<file path="src/khc_ram.sv">
// generic simple dual-port ram with registered read
`default_nettype none

module khc_ram #(
  parameter int WIDTH = 8,
  parameter int DEPTH = 32
) (
  input  logic                     clk,
  input  logic                     wr_en,
  input  logic [$clog2(DEPTH)-1:0] wr_addr,
  input  logic [WIDTH-1:0]         wr_data,
  input  logic                     rd_en,
  input  logic [$clog2(DEPTH)-1:0] rd_addr,
  output logic [WIDTH-1:0]         rd_data
);

  logic [WIDTH-1:0] mem [DEPTH];

  always_ff @(posedge clk) begin
    if (wr_en) begin
      mem[wr_addr] <= wr_data;
    end
    if (rd_en) begin
      rd_data <= mem[rd_addr];
    end
  end

endmodule

`default_nettype wire

</file>
<file path="config.mk">
export PLATFORM = sky130hd
export DESIGN_NAME = khc_ram
export DESIGN_NICKNAME = d
export VERILOG_FILES = /design/src/khc_ram.sv
export SDC_FILE = /design/constraint.sdc
export NUM_CORES = 1
export LEC_CHECK = 0
export ABC_AREA = 1
export ABC_CLOCK_PERIOD_IN_PS = 1200
export BUFFER_PORTS_ARGS = -buffer_cell sky130_fd_sc_hd__buf_2
export CORE_MARGIN = 1
export CORE_UTILIZATION = 56
export DETAILED_ROUTE_END_ITERATION = 7
export PLACE_DENSITY_LB_ADDON = 0.15
export SYNTH_ARGS = -nofsm -noshare
export SYNTH_HDL_FRONTEND = slang
export SYNTH_SLANG_ARGS = --single-unit
</file>
<file path="constraint.sdc">
create_clock -name clk -period 1.2 [get_ports clk]
set_clock_uncertainty 0.05 [all_clocks]
set_input_delay 0.06 -clock clk [delete_from_list [all_inputs] [get_ports clk]]
set_output_delay 0.06 -clock clk [all_outputs]
set_load 0.02 [all_outputs]
</file>
; ---- Word level (Yosys, flattened, before mapping)
; Memories as Yosys holds them, arrays and structs flattened. A register that Yosys moved wholly into a read port is not among the register bits.
; Cells that the tools add are included.
[op_classes]
n_mux = 2
[ops]
columns = cell, count
row1 = $mux 1, 2
[word_totals]
mem_count = 1
reg_bits = 0
mem_bits_rw = 256
output_inout_bits = 8
wordCells = 3
[memory_table]
columns = name, words, width, read_ports, rd_ports_with_merged_regs, wr, line_no
row1 = mem, 32, 8, 1, 1, 1, 17  ; logic [WIDTH-1:0] mem [DEPTH];

; ---- Logic depth before layout (Yosys ltp)
[depth]
depth_word = 2
mapped_depth = 11

; ---- Least setup slack after synthesis
; OpenSTA, ideal clock, no wires.
[synth_timing]
path_type = input-to-reg
start = input port wr_addr[0]
end = memory mem[0][0], enable pin
slack_ns = 0.056
n_path_buf = 0
path_stages = 3
t_arrival_ns = 0.724
setup_ns = 0.370
cell_sequence = inv_1 > nand3_1 > nor2_1
[synth_lines]
columns = element, line_no
row1 = start: declaration, 10  ; input logic [$clog2(DEPTH)-1:0] wr_addr,
row2 = end: declaration, 17
; No word-level cell before the write port.

; ---- Final worst setup path
[layout_timing]
start = register rd_data[7], read port of mem
end = output port rd_data[7]
[layout_lines]
columns = element, line_no
row1 = start: declaration, 14  ; output logic [WIDTH-1:0] rd_data
; No word-level cell between the ends.

==> out/metrics.cfg <==
[global_route]
track_usage_pct=25.9
use_met2_pct=41.9
grt_remaining_overflow=0
grt_pass1_vias=6712
grt_util_met1_pct=37.4
grt_max_degree=53
grt_pass1_wl_mm=38.2
grt_busiest_layer=met2
grt_util_met3_pct=3.17
antenna_found_initial=2

[logic_synthesis]
synth_top_area_cell=edfxtp_1
ys_warn_count=0
synth_top_cell_area_share_pct=73.0
postSynthCellCount=922
synthesis.nets=943
ys_seq_area_share_pct=73.0
synth_cell_types=11
ys_top_cells_by_area=edfxtp_1, nand2_1, nand3_1
synthesis.area_sq_um=10900
synth_area_per_cell_sq_um=11.8
synth-seq-cells=264

[power]
p_per_area_nw_per_um2=1490
cellLeakagePower_nw=4.84
ir_worst_vdd_uv=1480

[floorplanning]
row_count=50
pin_count=29
start_util_pct=57.5
die_w_microns=141
core_area_sq_um=18900
die_h_microns=141
fp.dieArea_sq_um=20000

[sta]
drv_slew=0
hold_violations=0
fin_crit_ns=1.28
finalSetupViolations=13
fmax_mhz=782
timing.hold.ws_ns=0.0600
rsz0062_at_grt=true
fin_crit_sh_pct=107
relSlewSlack_pct=49.1
layout_setup_ws_ns=-0.0783
tightest_slew_ns=0.763
fin_tns_setup_ns=-0.548

[worst_setup_path]
crit_arrival_ns=1.17
startpoint=rd_data[7]
crit_path_end_kind=output pin
slowest_stage=edfxtp_1
path_buf_inv=1
path_class=reg2out
cp_max_fo=1
r2r_setup_slack_ns=-0.07
r2r-start=mem[26][4]
crit_chain=buf_6
worst-r2r-cell-count=8
cpPeakStageDelay_ns=0.47
r2r-end=rd_data[4]
cp-start-kind=register
critPathRequiredTime_ns=1.09
cp_top_family=flip-flops

[finish]
layout-area-overhead-vs-synth_pct=18.2
fill_cells=1413
layout_common_cells=nand2_1, edfxtp_1, nand3_1, nand3_2, buf_4
drive_gt1_share_pct=22.1
final_common_cell=nand2_1
layout.nets=1017

[run_status]
violations=setup timing
outcome=finished with violations

[hold_path]
hp-start=wr_data[3]
worstHoldEndpoint=mem[28][3]
holdCritPathClass=in2reg
whs_path_depth=1

[clock_network]
cts.reportedPaths.clkPinSlew_ns=0.06
post_cts_buffers=0
numCtsBuffers=26
cts-htree-levels=1
clk_path_buf_depth=3
cts_sinks=264
cts_root_buf=clkbuf_16
insertion_delay_ns=0.52
tritoncts=done

[placement]
portBuffers=28
post-place-ws_ns=-0.349
place_congestion=0.817
hpwl_mm=15.3

[routing]
via_per_inst=5.61
drtIter0Drc=550
wl_mm=25.4
dr.pass1.iters=5
detail-route-antenna-nets=0
drc=0
wl_per_cell_microns=19.9
via_count=7150

[run]
drv_cap=0

[routing by layer]
layer  vias to the layer above  share of wire (%)
met1                      3472                 43
met3                        38                6.8
li1                       3356                  -
met5                         -                  0
met2                       284                 48
met4                         0                1.8
[flip-flops by register name (all words and copies together), names as in the netlist]
signal,count
mem,256
rd_data,8
[power breakdown]
group	total [mW]	switching [mW]	internal (mW)
clock network	7.24	3.19	4.05
registers	10.3	0.0457	10.3
logic	1.50	1.00	0.495
total	19.1	4.24	14.8
[metrics by stage]
step	util, %	cell area [sq um]	std cells	power, mW
6_report	68.0	12800	1275	19.1
5_1_grt	68.0	12800	1273	19.6
4_1_cts	66.7	12600	1272	19.1
3_5_place_dp	61.6	11600	1226	11.9
3_3_place_gp	61.6	11600	1226	11.8
2_1_floorplan	-	10900	922	11.3
[area by class of cell]
| class | count | area (sq um) | share of cell area [%] |
|---|---|---|---|
| Clock inverter | 13 | 55.1 | 0.429 |
| Tap cell | 260 | 325 | 2.53 |
| Timing Repair Buffer | 98 | 917 | 7.14 |
| Inverter | 10 | 38.8 | 0.302 |
| Multi-Input combinational cell | 596 | 2880 | 22.4 |
| Clock buffer | 31 | 691 | 5.38 |
| Sequential cell | 264 | 7930 | 61.7 |
| Antenna cell | 3 | 7.51 | 0.0584 |
[synth_stat cells, drive strengths merged]
| cell | number |
|---|---|
| clkbuf | 7 |
| nand2 | 360 |
| buf | 45 |
| inv | 10 |
| nor2 | 32 |
| edfxtp | 264 |
| nand3 | 204 |
[logic make-up after synthesis]
kind of cell / share of synthesized area [%]
and+or+nand+nor: 22.9
buffers and inverters: 4.11
DFF: 73.0
[how the worst max path moves through the flow]
stage                 endpoint  slack (ns)  depth (start not counted)
finish              rd_data[7]       -0.08                          1
global route        rd_data[4]       -0.13                          8
CTS                 rd_data[7]       -0.06                          1
detailed placement  rd_data[7]       -0.35                         11
global placement    rd_data[5]       -0.33                         11
floorplan            mem[0][0]        0.06                          3
[repair_timing]
| item | CTS | global route |
|---|---|---|
| hold endpoints to repair | 16 | 0 |
| gates resized for setup | 52 | 56 |
| hold buffers | 2 | 0 |
| pin swaps | 37 | 47 |
| setup endpoints to repair | 14 | 15 |
Note: power is estimated with default switching activity, not from simulation.
